$ cat src/sv/hash_slot_insert_probe_core_assert.svh
// Assertion macros for the hash slot insert core.
// The implication form checks the consequent in the same cycle, the next form in the cycle after.
`ifndef HASH_SLOT_INSERT_PROBE_CORE_ASSERT_SVH
`define HASH_SLOT_INSERT_PROBE_CORE_ASSERT_SVH

`ifndef SYNTHESIS
`define HSIP_ASSERT_IMPL(lbl, clk, rst_n, ante, cons) \
    lbl: assert property (@(posedge clk) disable iff (!rst_n) (ante) |-> (cons)) \
        else $error("hsip assertion failed");
`define HSIP_ASSERT_NEXT(lbl, clk, rst_n, ante, cons) \
    lbl: assert property (@(posedge clk) disable iff (!rst_n) (ante) |=> (cons)) \
        else $error("hsip assertion failed");
`else
`define HSIP_ASSERT_IMPL(lbl, clk, rst_n, ante, cons)
`define HSIP_ASSERT_NEXT(lbl, clk, rst_n, ante, cons)
`endif

`endif

$ cat src/sv/hsip_pkg.sv
`default_nettype none
package hsip_pkg;

    localparam int TABLE_SLOTS_DEF = 101;
    // widest slot index over the supported table sizes (up to 1021 slots)
    localparam int SLOT_MAX_W      = 10;
    localparam int DIGIT_W         = 4;
    localparam int INS_W           = 7;
    localparam int TOTAL_W         = 16;
    localparam int QUEUE_DEPTH     = 2;

    localparam logic [INS_W-1:0]   INS_MAX   = '1;
    localparam logic [TOTAL_W-1:0] TOTAL_MAX = '1;

    typedef enum logic {
        MODE_MIX  = 1'b0,
        MODE_FOLD = 1'b1
    } t_hash_mode;

    // one classified insert handed from the front end to the prober
    typedef struct packed {
        logic                     full;
        logic [DIGIT_W-1:0]       step;
        logic [SLOT_MAX_W-1:0]    home;
    } t_job;

endpackage
`default_nettype wire

$ cat src/sv/hsip_in_if.sv
`default_nettype none
interface hsip_in_if;
    logic       valid;
    logic       ready;
    logic [3:0] digit_0;
    logic [3:0] digit_1;
    logic [3:0] digit_2;
    logic [3:0] digit_3;
    logic [3:0] digit_4;
    logic [3:0] digit_5;
    logic       table_full;

    modport source (output valid, digit_0, digit_1, digit_2, digit_3, digit_4, digit_5,
                    table_full, input ready);
    modport sink   (input valid, digit_0, digit_1, digit_2, digit_3, digit_4, digit_5,
                    table_full, output ready);
endinterface
`default_nettype wire

$ cat src/sv/hsip_cfg_if.sv
`default_nettype none
interface hsip_cfg_if;
    logic valid;
    logic ready;
    logic hash_mode;

    modport source (output valid, hash_mode, input ready);
    modport sink   (input valid, hash_mode, output ready);
endinterface
`default_nettype wire

$ cat src/sv/hsip_out_if.sv
`default_nettype none
interface hsip_out_if;
    logic        valid;
    logic        ready;
    logic [6:0]  final_slot;
    logic        newly_marked;
    logic [6:0]  insert_collisions;
    logic [15:0] collision_total;

    modport source (output valid, final_slot, newly_marked, insert_collisions,
                    collision_total, input ready);
    modport sink   (input valid, final_slot, newly_marked, insert_collisions,
                    collision_total, output ready);
endinterface
`default_nettype wire

$ cat src/sv/hash_slot_insert_probe_core.sv
// Path: from input to result transaction, hash, quotient, remainder, queue push, pop,
//   one bitmap read per slot stepped over plus one for the final slot, result.
// Flow: the prober handles one insert at a time (pop, bitmap reads, result); the front
//   end runs ahead through a 2-deep queue and waits at the push while the queue is full.
// Reset: synchronous, active low; a clearing pass over all TABLE_SLOTS slots then follows,
//   during which no input transaction is taken (configuration writes still are).
`default_nettype none
module hash_slot_insert_probe_core #(
    parameter int TABLE_SLOTS = hsip_pkg::TABLE_SLOTS_DEF
) (
    input  wire logic   i_clk,
    input  wire logic   i_rst_n,
    hsip_in_if.sink     i_in,
    hsip_cfg_if.sink    i_cfg,
    hsip_out_if.source  o_out
);

    // Structure
    //   front : takes the key transaction, forms the home slot and probe step.
    //           Mode 0 mixes digits 5,1,3; mode 1 folds two three-digit halves and reduces
    //           mod 1000 first. Reduction mod TABLE_SLOTS is a reciprocal multiply: a
    //           quotient estimate, then the remainder with one corrective subtract.
    //   queue : two classified jobs, so the front end keeps hashing while the prober is busy.
    //   back  : walks the occupancy bitmap (one-bit RAM, registered read), one slot per
    //           cycle, counts collisions and marks the final slot; it also owns the
    //           clearing pass after reset and the output register.

    hsip_pkg::t_hash_mode r_hash_mode;

    hsip_pkg::t_job q_in_job;
    hsip_pkg::t_job q_out_job;
    logic           q_push;
    logic           q_full;
    logic           q_pop;
    logic           q_empty;
    logic           clear_done;

    // the mode register is always writable; the user is to change it only while the core is idle (not enforced here)
    assign i_cfg.ready = 1'b1;

    always_ff @(posedge i_clk) begin
        if (!i_rst_n) begin
            r_hash_mode <= hsip_pkg::MODE_MIX;
        end else if (i_cfg.valid) begin
            r_hash_mode <= hsip_pkg::t_hash_mode'(i_cfg.hash_mode);
        end
    end

    hsip_front #(
        .TABLE_SLOTS (TABLE_SLOTS)
    ) u_front (
        .i_clk        (i_clk),
        .i_rst_n      (i_rst_n),
        .i_in         (i_in),
        .i_hash_mode  (r_hash_mode),
        .i_clear_done (clear_done),
        .i_q_full     (q_full),
        .o_push       (q_push),
        .o_job        (q_in_job)
    );

    hsip_fifo #(
        .DEPTH (hsip_pkg::QUEUE_DEPTH)
    ) u_fifo (
        .i_clk   (i_clk),
        .i_rst_n (i_rst_n),
        .i_push  (q_push),
        .i_job   (q_in_job),
        .o_full  (q_full),
        .i_pop   (q_pop),
        .o_job   (q_out_job),
        .o_empty (q_empty)
    );

    hsip_back #(
        .TABLE_SLOTS (TABLE_SLOTS)
    ) u_back (
        .i_clk        (i_clk),
        .i_rst_n      (i_rst_n),
        .i_job        (q_out_job),
        .i_empty      (q_empty),
        .o_pop        (q_pop),
        .o_clear_done (clear_done),
        .o_out        (o_out)
    );

endmodule
`default_nettype wire

$ cat src/sv/hsip_ram.sv
`default_nettype none
module hsip_ram #(
    parameter int WIDTH = 1,
    parameter int DEPTH = 101
) (
    input  wire logic                     i_clk,
    input  wire logic                     i_we,
    input  wire logic [$clog2(DEPTH)-1:0] i_waddr,
    input  wire logic [WIDTH-1:0]         i_wdata,
    input  wire logic [$clog2(DEPTH)-1:0] i_raddr,
    output logic      [WIDTH-1:0]         o_rdata
);

    logic [WIDTH-1:0] r_mem [DEPTH];

    always_ff @(posedge i_clk) begin
        if (i_we) begin
            r_mem[i_waddr] <= i_wdata;
        end
        o_rdata <= r_mem[i_raddr];
    end

endmodule
`default_nettype wire

$ cat src/sv/hsip_fifo.sv
`default_nettype none
module hsip_fifo #(
    parameter int DEPTH = hsip_pkg::QUEUE_DEPTH
) (
    input  wire logic          i_clk,
    input  wire logic          i_rst_n,
    input  wire logic          i_push,
    input  hsip_pkg::t_job     i_job,
    output logic               o_full,
    input  wire logic          i_pop,
    output hsip_pkg::t_job     o_job,
    output logic               o_empty
);

    localparam int PTR_W = (DEPTH > 1) ? $clog2(DEPTH) : 1;
    localparam int CNT_W = $clog2(DEPTH + 1);

    hsip_pkg::t_job   r_mem [DEPTH];
    logic [PTR_W-1:0] r_wptr, n_wptr;
    logic [PTR_W-1:0] r_rptr, n_rptr;
    logic [CNT_W-1:0] r_cnt,  n_cnt;

    function automatic logic [PTR_W-1:0] wrap_inc(input logic [PTR_W-1:0] p);
        return (p == PTR_W'(DEPTH - 1)) ? '0 : p + 1'b1;
    endfunction

    assign o_full  = (r_cnt == CNT_W'(DEPTH));
    assign o_empty = (r_cnt == '0);
    assign o_job   = r_mem[r_rptr];

    always_comb begin
        n_wptr = i_push ? wrap_inc(r_wptr) : r_wptr;
        n_rptr = i_pop  ? wrap_inc(r_rptr) : r_rptr;
        n_cnt  = r_cnt;
        if (i_push && !i_pop) begin
            n_cnt = r_cnt + 1'b1;
        end else if (!i_push && i_pop) begin
            n_cnt = r_cnt - 1'b1;
        end
    end

    always_ff @(posedge i_clk) begin
        if (!i_rst_n) begin
            r_wptr <= '0;
            r_rptr <= '0;
            r_cnt  <= '0;
        end else begin
            r_wptr <= n_wptr;
            r_rptr <= n_rptr;
            r_cnt  <= n_cnt;
        end
        if (i_push) begin
            r_mem[r_wptr] <= i_job;
        end
    end

endmodule
`default_nettype wire

$ cat src/sv/hsip_front.sv
`default_nettype none
module hsip_front #(
    parameter int TABLE_SLOTS = hsip_pkg::TABLE_SLOTS_DEF
) (
    input  wire logic             i_clk,
    input  wire logic             i_rst_n,
    hsip_in_if.sink               i_in,
    input  hsip_pkg::t_hash_mode  i_hash_mode,
    input  wire logic             i_clear_done,
    input  wire logic             i_q_full,
    output logic                  o_push,
    output hsip_pkg::t_job        o_job
);

    // raw key value before reduction: up to 1665 in mix mode, below 1000 in fold mode
    localparam int VAL_W   = 11;
    localparam int MIX_W   = 12;
    localparam int PROD_W  = 2 * VAL_W;
    // floor(2^VAL_W / TABLE_SLOTS): the quotient estimate is exact or one short
    localparam logic [VAL_W-1:0] RECIP    = VAL_W'((1 << VAL_W) / TABLE_SLOTS);
    localparam logic [VAL_W-1:0] SLOTS_V  = VAL_W'(TABLE_SLOTS);
    localparam logic [MIX_W-1:0] FOLD_MOD = MIX_W'(1000);
    localparam logic [MIX_W-1:0] FOLD_2X  = MIX_W'(2000);
    localparam logic [MIX_W-1:0] K100     = MIX_W'(100);
    localparam logic [MIX_W-1:0] K10      = MIX_W'(10);
    localparam logic [hsip_pkg::DIGIT_W-1:0] FIXED_STEP = hsip_pkg::DIGIT_W'(7);

    typedef enum logic [2:0] {F_IDLE, F_HASH, F_QUO, F_REM, F_PUSH} t_fstate;

    t_fstate                    r_state, n_state;
    logic [hsip_pkg::DIGIT_W-1:0] r_dig [6];
    logic                       r_full;
    hsip_pkg::t_hash_mode       r_mode;
    logic [hsip_pkg::DIGIT_W-1:0] r_step, n_step;
    logic [VAL_W-1:0]           r_rem, n_rem;
    logic [VAL_W-1:0]           r_quo, n_quo;

    logic [MIX_W-1:0]  w_mix, w_a, w_b, w_sum, w_f1, w_fold;
    logic [PROD_W-1:0] w_est, w_back;
    logic [VAL_W-1:0]  w_diff;
    logic              w_accept;

    assign i_in.ready = (r_state == F_IDLE) && i_clear_done;
    assign w_accept   = i_in.valid && i_in.ready;

    // both hashes; the folded one is reduced mod 1000 by two compare-subtracts
    always_comb begin
        w_mix  = MIX_W'(r_dig[5]) * K100 + MIX_W'(r_dig[1]) * K10 + MIX_W'(r_dig[3]);
        w_a    = MIX_W'(r_dig[0]) * K100 + MIX_W'(r_dig[2]) * K10 + MIX_W'(r_dig[5]);
        w_b    = MIX_W'(r_dig[1]) * K100 + MIX_W'(r_dig[3]) * K10 + MIX_W'(r_dig[4]);
        w_sum  = w_a + w_b;
        w_f1   = (w_sum >= FOLD_2X) ? w_sum - FOLD_2X : w_sum;
        w_fold = (w_f1 >= FOLD_MOD) ? w_f1 - FOLD_MOD : w_f1;
    end

    // reduction mod TABLE_SLOTS: reciprocal quotient in F_QUO, remainder in the cycle after (F_REM)
    always_comb begin
        w_est  = PROD_W'(r_rem) * PROD_W'(RECIP);
        w_back = PROD_W'(r_quo) * PROD_W'(SLOTS_V);
        w_diff = r_rem - w_back[VAL_W-1:0];
    end

    always_comb begin
        n_state = r_state;
        n_step  = r_step;
        n_rem   = r_rem;
        n_quo   = r_quo;
        o_push  = 1'b0;
        unique case (r_state)
            F_IDLE: begin
                if (w_accept) begin
                    n_state = F_HASH;
                end
            end
            F_HASH: begin
                n_rem   = (r_mode == hsip_pkg::MODE_MIX) ? w_mix[VAL_W-1:0]
                                                         : w_fold[VAL_W-1:0];
                n_step  = (r_mode == hsip_pkg::MODE_MIX) ? r_dig[4] : FIXED_STEP;
                n_state = F_QUO;
            end
            F_QUO: begin
                n_quo   = w_est[PROD_W-1:VAL_W];
                n_state = F_REM;
            end
            F_REM: begin
                // estimate may be one short, leaving a remainder below twice the size
                n_rem   = (w_diff >= SLOTS_V) ? w_diff - SLOTS_V : w_diff;
                n_state = F_PUSH;
            end
            F_PUSH: begin
                if (!i_q_full) begin
                    o_push  = 1'b1;
                    n_state = F_IDLE;
                end
            end
            default: n_state = F_IDLE;
        endcase
    end

    always_comb begin
        o_job.full = r_full;
        o_job.step = r_step;
        o_job.home = r_rem[hsip_pkg::SLOT_MAX_W-1:0];
    end

    always_ff @(posedge i_clk) begin
        if (!i_rst_n) begin
            r_state <= F_IDLE;
        end else begin
            r_state <= n_state;
        end
        if (w_accept) begin
            r_dig[0] <= i_in.digit_0;
            r_dig[1] <= i_in.digit_1;
            r_dig[2] <= i_in.digit_2;
            r_dig[3] <= i_in.digit_3;
            r_dig[4] <= i_in.digit_4;
            r_dig[5] <= i_in.digit_5;
            r_full   <= i_in.table_full;
            r_mode   <= i_hash_mode;
        end
        r_step <= n_step;
        r_rem  <= n_rem;
        r_quo  <= n_quo;
    end

endmodule
`default_nettype wire

$ cat src/sv/hsip_back.sv
`default_nettype none
`include "hash_slot_insert_probe_core_assert.svh"
module hsip_back #(
    parameter int TABLE_SLOTS = hsip_pkg::TABLE_SLOTS_DEF
) (
    input  wire logic       i_clk,
    input  wire logic       i_rst_n,
    input  hsip_pkg::t_job  i_job,
    input  wire logic       i_empty,
    output logic            o_pop,
    output logic            o_clear_done,
    hsip_out_if.source      o_out
);

    localparam int SLOT_W = $clog2(TABLE_SLOTS);
    localparam int INS_W  = hsip_pkg::INS_W;
    localparam int TOT_W  = hsip_pkg::TOTAL_W;

    typedef enum logic [1:0] {B_CLEAR, B_IDLE, B_PROBE, B_OUT} t_bstate;

    t_bstate                      r_state, n_state;
    logic [SLOT_W-1:0]            r_clr,   n_clr;
    logic [SLOT_W-1:0]            r_pos,   n_pos;
    logic [hsip_pkg::DIGIT_W-1:0] r_step,  n_step;
    logic                         r_full,  n_full;
    logic                         r_stop,  n_stop;
    logic                         r_fresh, n_fresh;
    logic [INS_W-1:0]             r_ins,   n_ins;
    logic [TOT_W-1:0]             r_total, n_total;
    logic                         r_valid, n_valid;

    logic              ram_we;
    logic [SLOT_W-1:0] ram_waddr;
    logic [0:0]        ram_wdata;
    logic [0:0]        ram_rdata;

    logic              w_used;
    logic [SLOT_W:0]   w_next;
    logic              w_fit;
    logic              w_move;
    logic [SLOT_W+6:0] w_slot_ext;

    hsip_ram #(
        .WIDTH (1),
        .DEPTH (TABLE_SLOTS)
    ) u_ram (
        .i_clk   (i_clk),
        .i_we    (ram_we),
        .i_waddr (ram_waddr),
        .i_wdata (ram_wdata),
        .i_raddr (n_pos),
        .o_rdata (ram_rdata)
    );

    assign w_used = ram_rdata[0];
    assign w_next = {1'b0, r_pos} + (SLOT_W + 1)'(r_step);
    assign w_fit  = w_next < (SLOT_W + 1)'(TABLE_SLOTS);
    assign w_move = w_used && w_fit && !r_full && !r_stop;

    always_comb begin
        n_state   = r_state;
        n_clr     = r_clr;
        n_pos     = r_pos;
        n_step    = r_step;
        n_full    = r_full;
        n_stop    = r_stop;
        n_fresh   = r_fresh;
        n_ins     = r_ins;
        n_total   = r_total;
        n_valid   = r_valid;
        o_pop     = 1'b0;
        ram_we    = 1'b0;
        ram_waddr = r_pos;
        ram_wdata = 1'b0;
        unique case (r_state)
            B_CLEAR: begin
                ram_we    = 1'b1;
                ram_waddr = r_clr;
                if (r_clr == SLOT_W'(TABLE_SLOTS - 1)) begin
                    n_state = B_IDLE;
                end else begin
                    n_clr = r_clr + 1'b1;
                end
            end
            B_IDLE: begin
                if (!i_empty) begin
                    o_pop   = 1'b1;
                    n_pos   = i_job.home[SLOT_W-1:0];
                    n_step  = i_job.step;
                    n_full  = i_job.full;
                    n_stop  = 1'b0;
                    n_ins   = '0;
                    n_state = B_PROBE;
                end
            end
            B_PROBE: begin
                if (w_move) begin
                    // a zero step re-reads the same slot once and then ends
                    n_pos  = w_next[SLOT_W-1:0];
                    n_stop = (r_step == '0);
                    n_ins  = (r_ins == hsip_pkg::INS_MAX) ? r_ins : r_ins + 1'b1;
                    n_total = (r_total == hsip_pkg::TOTAL_MAX) ? r_total : r_total + 1'b1;
                end else begin
                    ram_we    = 1'b1;
                    ram_wdata = 1'b1;
                    n_fresh   = !w_used;
                    if (r_full || w_used) begin
                        n_ins   = (r_ins == hsip_pkg::INS_MAX) ? r_ins : r_ins + 1'b1;
                        n_total = (r_total == hsip_pkg::TOTAL_MAX) ? r_total
                                                                   : r_total + 1'b1;
                    end
                    n_valid = 1'b1;
                    n_state = B_OUT;
                end
            end
            B_OUT: begin
                if (o_out.ready) begin
                    n_valid = 1'b0;
                    n_state = B_IDLE;
                end
            end
            default: n_state = B_IDLE;
        endcase
    end

    always_ff @(posedge i_clk) begin
        if (!i_rst_n) begin
            r_state <= B_CLEAR;
            r_clr   <= '0;
            r_total <= '0;
            r_valid <= 1'b0;
        end else begin
            r_state <= n_state;
            r_clr   <= n_clr;
            r_total <= n_total;
            r_valid <= n_valid;
        end
        r_pos   <= n_pos;
        r_step  <= n_step;
        r_full  <= n_full;
        r_stop  <= n_stop;
        r_fresh <= n_fresh;
        r_ins   <= n_ins;
    end

    assign o_clear_done = (r_state != B_CLEAR);

    assign w_slot_ext              = (SLOT_W + 7)'(r_pos);
    assign o_out.valid             = r_valid;
    assign o_out.final_slot        = w_slot_ext[6:0];
    assign o_out.newly_marked      = r_fresh;
    assign o_out.insert_collisions = r_ins;
    assign o_out.collision_total   = r_total;

    `HSIP_ASSERT_IMPL(a_we_in_range, i_clk, i_rst_n, ram_we, ram_waddr <= SLOT_W'(TABLE_SLOTS - 1))
    `HSIP_ASSERT_IMPL(a_no_pop_in_clear, i_clk, i_rst_n, r_state == B_CLEAR, !o_pop && !r_valid)
    `HSIP_ASSERT_NEXT(a_one_result, i_clk, i_rst_n, o_out.valid && o_out.ready, !o_out.valid)
    `HSIP_ASSERT_NEXT(a_total_holds, i_clk, i_rst_n, r_total == hsip_pkg::TOTAL_MAX, r_total == hsip_pkg::TOTAL_MAX)

endmodule
`default_nettype wire
$ cat src/flat_wrapper.sv
// flat-port wrapper written by rule: the top's interface ports become plain ports
module hash_slot_insert_probe_core_flat 
#(
    parameter int TABLE_SLOTS = hsip_pkg::TABLE_SLOTS_DEF
)
  (i_clk, i_rst_n, i_in_valid, i_in_digit_0, i_in_digit_1, i_in_digit_2, i_in_digit_3, i_in_digit_4, i_in_digit_5, i_in_table_full, i_in_ready, i_cfg_valid, i_cfg_hash_mode, i_cfg_ready, o_out_valid, o_out_final_slot, o_out_newly_marked, o_out_insert_collisions, o_out_collision_total, o_out_ready);
  hsip_in_if i_in_i ();
  hsip_cfg_if i_cfg_i ();
  hsip_out_if o_out_i ();
  input  wire logic i_clk;
  input  wire logic i_rst_n;
  input wire logic [$bits(i_in_i.valid)-1:0] i_in_valid;
  input wire logic [$bits(i_in_i.digit_0)-1:0] i_in_digit_0;
  input wire logic [$bits(i_in_i.digit_1)-1:0] i_in_digit_1;
  input wire logic [$bits(i_in_i.digit_2)-1:0] i_in_digit_2;
  input wire logic [$bits(i_in_i.digit_3)-1:0] i_in_digit_3;
  input wire logic [$bits(i_in_i.digit_4)-1:0] i_in_digit_4;
  input wire logic [$bits(i_in_i.digit_5)-1:0] i_in_digit_5;
  input wire logic [$bits(i_in_i.table_full)-1:0] i_in_table_full;
  output wire logic [$bits(i_in_i.ready)-1:0] i_in_ready;
  input wire logic [$bits(i_cfg_i.valid)-1:0] i_cfg_valid;
  input wire logic [$bits(i_cfg_i.hash_mode)-1:0] i_cfg_hash_mode;
  output wire logic [$bits(i_cfg_i.ready)-1:0] i_cfg_ready;
  output wire logic [$bits(o_out_i.valid)-1:0] o_out_valid;
  output wire logic [$bits(o_out_i.final_slot)-1:0] o_out_final_slot;
  output wire logic [$bits(o_out_i.newly_marked)-1:0] o_out_newly_marked;
  output wire logic [$bits(o_out_i.insert_collisions)-1:0] o_out_insert_collisions;
  output wire logic [$bits(o_out_i.collision_total)-1:0] o_out_collision_total;
  input wire logic [$bits(o_out_i.ready)-1:0] o_out_ready;
  assign i_in_i.valid = i_in_valid;
  assign i_in_i.digit_0 = i_in_digit_0;
  assign i_in_i.digit_1 = i_in_digit_1;
  assign i_in_i.digit_2 = i_in_digit_2;
  assign i_in_i.digit_3 = i_in_digit_3;
  assign i_in_i.digit_4 = i_in_digit_4;
  assign i_in_i.digit_5 = i_in_digit_5;
  assign i_in_i.table_full = i_in_table_full;
  assign i_in_ready = i_in_i.ready;
  assign i_cfg_i.valid = i_cfg_valid;
  assign i_cfg_i.hash_mode = i_cfg_hash_mode;
  assign i_cfg_ready = i_cfg_i.ready;
  assign o_out_valid = o_out_i.valid;
  assign o_out_final_slot = o_out_i.final_slot;
  assign o_out_newly_marked = o_out_i.newly_marked;
  assign o_out_insert_collisions = o_out_i.insert_collisions;
  assign o_out_collision_total = o_out_i.collision_total;
  assign o_out_i.ready = o_out_ready;
  hash_slot_insert_probe_core #(.TABLE_SLOTS(TABLE_SLOTS)) u_core (.i_clk(i_clk), .i_rst_n(i_rst_n), .i_in(i_in_i), .i_cfg(i_cfg_i), .o_out(o_out_i));
endmodule
$ cat config.mk
export PLATFORM = sky130hd
export DESIGN_NAME = hash_slot_insert_probe_core_flat
export DESIGN_NICKNAME = d
export VERILOG_FILES = /design/src/sv/hsip_pkg.sv /design/src/sv/hsip_in_if.sv /design/src/sv/hsip_cfg_if.sv /design/src/sv/hsip_out_if.sv /design/src/sv/hash_slot_insert_probe_core.sv /design/src/sv/hsip_ram.sv /design/src/sv/hsip_fifo.sv /design/src/sv/hsip_front.sv /design/src/sv/hsip_back.sv /design/src/flat_wrapper.sv
export VERILOG_INCLUDE_DIRS = /design/src /design/src/sv
export SDC_FILE = /design/constraint.sdc
export NUM_CORES = 1
export LEC_CHECK = 0
export CAP_MARGIN = 5
export CORE_MARGIN = 2
export CORE_UTILIZATION = 29
export CTS_CLUSTER_SIZE = 14
export DETAILED_ROUTE_END_ITERATION = 6
export DONT_BUFFER_PORTS = 1
export GPL_TIMING_DRIVEN = 0
export HOLD_SLACK_MARGIN = 0.12
export PLACE_DENSITY_LB_ADDON = 0.15
export SKIP_CTS_REPAIR_TIMING = 1
export SKIP_LAST_GASP = 1
export SLEW_MARGIN = 25
export SYNTH_ARGS = -nofsm -noshare
export SYNTH_HDL_FRONTEND = slang
export SYNTH_SLANG_ARGS = --single-unit
$ cat constraint.sdc
create_clock -name i_clk -period 7.4 [get_ports i_clk]
set_clock_uncertainty 0.15 [all_clocks]
set_input_delay 1.48 -clock i_clk [delete_from_list [all_inputs] [get_ports i_clk]]
set_output_delay 1.48 -clock i_clk [all_outputs]
set_load 0.05 [all_outputs]
==> results.sh <==
export IMPL_clkTransAtPathRegs_ps=60
export IMPL_fp_dieH_um=230
export IMPL_fmax_ghz=0.155
export IMPL_slew_headroom_pct=32.7
export IMPL_yosys_warnings=0
export IMPL_dr_pass1_iters=5
export IMPL_cpLargestDelayFamily="adder cells"
export IMPL_hold_class="flop to flop"
export IMPL_synthCells=1360
export IMPL_std_cell_rows=82
export IMPL_cts_buffers=28
export IMPL_start_util_pct=29.4
export IMPL_synth_top_area_share_pct=37.7
export IMPL_die_w_um=230
export IMPL_hold_violations=0
export IMPL_seq_area_frac_synth_pct=43.5
export IMPL_yosysMostFrequentCell="edfxtp_1"
export IMPL_synth_area_mm2=0.0148
export IMPL_status="finished clean"
export IMPL_synth_cell_type_count=97
export IMPL_synth_edf_count=185
export IMPL_grt_start_max_net_pins=57
export IMPL_wl_mm=35.3
export IMPL_tns_ps=0
export IMPL_rr_worst_depth=20
export IMPL_synthArstFlopShare_pct=0
export IMPL_tightestPinTransition_ps=999
export IMPL_worstSetupEndpointType="flop"
export IMPL_report_final_slew_viol_count=0
export IMPL_routabilityCongestion=0.835
export IMPL_worstSetupPathType="flop to flop"
export IMPL_syn_to_final_growth_pct=12.7
export IMPL_clock_path_buffers=3
export IMPL_critical_path_max_stage_delay_ps=540
export IMPL_cts_htree_levels=1
export IMPL_synth_nets=1561
export IMPL_nNetsFinal=1593
export IMPL_syn_area_per_cell_um2=10.8
export IMPL_grt_pass1_vias=10100
export IMPL_synth_area_top_cells="edfxtp_1 (38%), ha_1 (11%), dfxtp_1 (5.8%)"
export IMPL_grt_pass1_wl_mm=56.8
export IMPL_setup_violations=0
export IMPL_cts_tree="done"
export IMPL_cpMostUsedCell="ha_1"
export IMPL_hold_depth=0
export IMPL_crit_chain="ha_1 > ha_1 > fa_1 > inv_1 > fa_1 > fa_1 > inv_1 > ha_1 > ha_1 > nor2b_1 > o21a_1 > o21ai_2 > a21o_1 > a21oi_2 > xor2_2 > mux2_2 > a221o_1 > o221a_2 > a221oi_1 > a21oi_1"
export IMPL_antenna_found_initial=0
export IMPL_dp_hpwl_mm=26.2
export IMPL_max_cap_viol_count=0
export IMPL_die_area_mm2=0.0527
export IMPL_worstPathRequired_ps=7510
export IMPL_avgRoutedWirePerCell_um=16.9
export IMPL_critPathArrivalTime_ps=6560
export IMPL_ys_ff_latch=228
export IMPL_synth_largest_area_cell="edfxtp_1"
export IMPL_insertion_delay_ps=580
export IMPL_cp_slowest_cell="fa_1"
export IMPL_antenna_cells=0
export IMPL_drive_gt1_share_pct=9.12
export IMPL_synth_ff_type="edfxtp_1"
export IMPL_timing_final_crit_share_pct=87.2
export IMPL_first_iter_violations=537
export IMPL_path_buf_inv=2
export IMPL_crit_cells=20
export IMPL_overflow=0
export IMPL_clock_sinks=228
export IMPL_design_portCount=65
export IMPL_crit_fanout=8
export IMPL_track_usage_pct=13.5
export IMPL_fp_coreArea_mm2=0.0502
export IMPL_io_buffer_count=0
export IMPL_rsz0062_at_grt="no"
export IMPL_cts_root_buf="clkbuf_16"
export IMPL_start_kind="flop"
export IMPL_vias_per_cell=4.68
export IMPL_fin_crit_ps=6450
export IMPL_netlist_top_cells_count="edfxtp_1 (185), nor2_1 (156), ha_1 (132)"
export IMPL_drcViolationCount=0
export IMPL_num_vias=9770
export IMPL_ant_nets=0
## sequential cells by signal, summed over array words and instances, names as in the netlist, 4 cells and up, named ones only
register                               count
u_core.u_back.u_ram.r_mem                101
u_core.u_fifo.r_mem                       24
u_core.u_front.r_dig                      24
u_core.u_back.o_out.collision_total       16
u_core.u_front.r_rem                      11
u_core.u_back.o_out.final_slot             7
u_core.u_back.o_out.insert_collisions      7
u_core.u_back.r_clr                        7
u_core.u_front.r_quo                       5
u_core.u_back.r_step                       4
u_core.u_front.r_step                      4
## per-layer routing
metal	global-route usage [%]	part of all wire, %	vias to the layer above
li1	-	-	4896
met1	17.8	47	4700
met2	23.4	48	138
met3	1.76	3.2	36
met4	3.31	1.9	0
met5	0	0	-
## stage by stage
| step | hold slack, ps | std cells | instance area, um2 | worst slack, ps | util, % |
|---|---|---|---|---|---|
| 2_1_floorplan | 258 | 1360 | 14800 | 1440 | - |
| 3_3_place_gp | 280 | 2032 | 15600 | 993 | 31.1 |
| 3_5_place_dp | 284 | 2034 | 15600 | 967 | 31.2 |
| 4_1_cts | 289 | 2086 | 16600 | 941 | 33.1 |
| 5_1_grt | 306 | 2086 | 16600 | 631 | 33.1 |
| 6_report | 291 | 2086 | 16600 | 950 | 33.1 |
## worst register-to-register path: cells and delay by family (launching register included)
family / cells / cell delay [ps]
simple gates: 1 / 150
compound gates: 8 / 1960
buf+inv: 2 / 90
xor+xnor: 1 / 340
flops: 1 / 410
fa+ha+maj: 7 / 2680
mux: 1 / 390
## cell usage in the layout, fill, tap and decap left out, types with 14 or more instances in the layout
cell type,n
nor2_1,156
clkbuf_16,29
fa_1,38
nor3_1,29
a21oi_1,35
nand2_1,74
mux2i_1,72
o21ai_0,39
ha_1,132
nor2b_1,22
inv_1,117
clkbuf_1,31
edfxtp_1,185
and2_1,30
xnor2_1,47
nand3_1,33
o21a_1,16
mux2_2,21
a21o_1,14
dfxtp_1,43
and3_1,15
xor2_1,29
## cell families after synthesis
| logic type | count (synthesis) | share of synthesized area (%) |
|---|---|---|
| multiplexers | 94 | 6.59 |
| flip-flops | 228 | 43.5 |
| AND/OR/NAND/NOR | 426 | 14.3 |
| XOR/XNOR | 77 | 4.62 |
| other | 1 | 0.0254 |
| adder cells (fa/ha/maj) | 170 | 16.4 |
| buffers and inverters | 158 | 4.38 |
| AO/OA/AOI/OAI | 206 | 10.2 |
## path summary, 6_finish.rpt
path / slack (ps) / to / from
max: 950 / u_core.u_front.r_rem[5] / u_core.u_front.r_dig[2][1]
min: 290 / u_core.u_fifo.r_mem[0][12] / u_core.u_front.r_step[2]
max reg2reg: 950 / u_core.u_front.r_rem[5] / u_core.u_front.r_dig[2][1]
min reg2reg: 290 / u_core.u_fifo.r_mem[0][12] / u_core.u_front.r_step[2]
## layout make-up
cell class	count	area (um2)
Clock inverter	10	131
Timing Repair Buffer	2	27.5
Sequential cell	228	6420
Multi-Input combinational cell	974	7710
Tap cell	672	841
Buffer	38	193
Clock buffer	42	855
Inverter	120	455
Fill cell	5071	33500
Power is not shown: default switching activity piles up to over one toggle a cycle in this logic, so the estimate is an artifact.
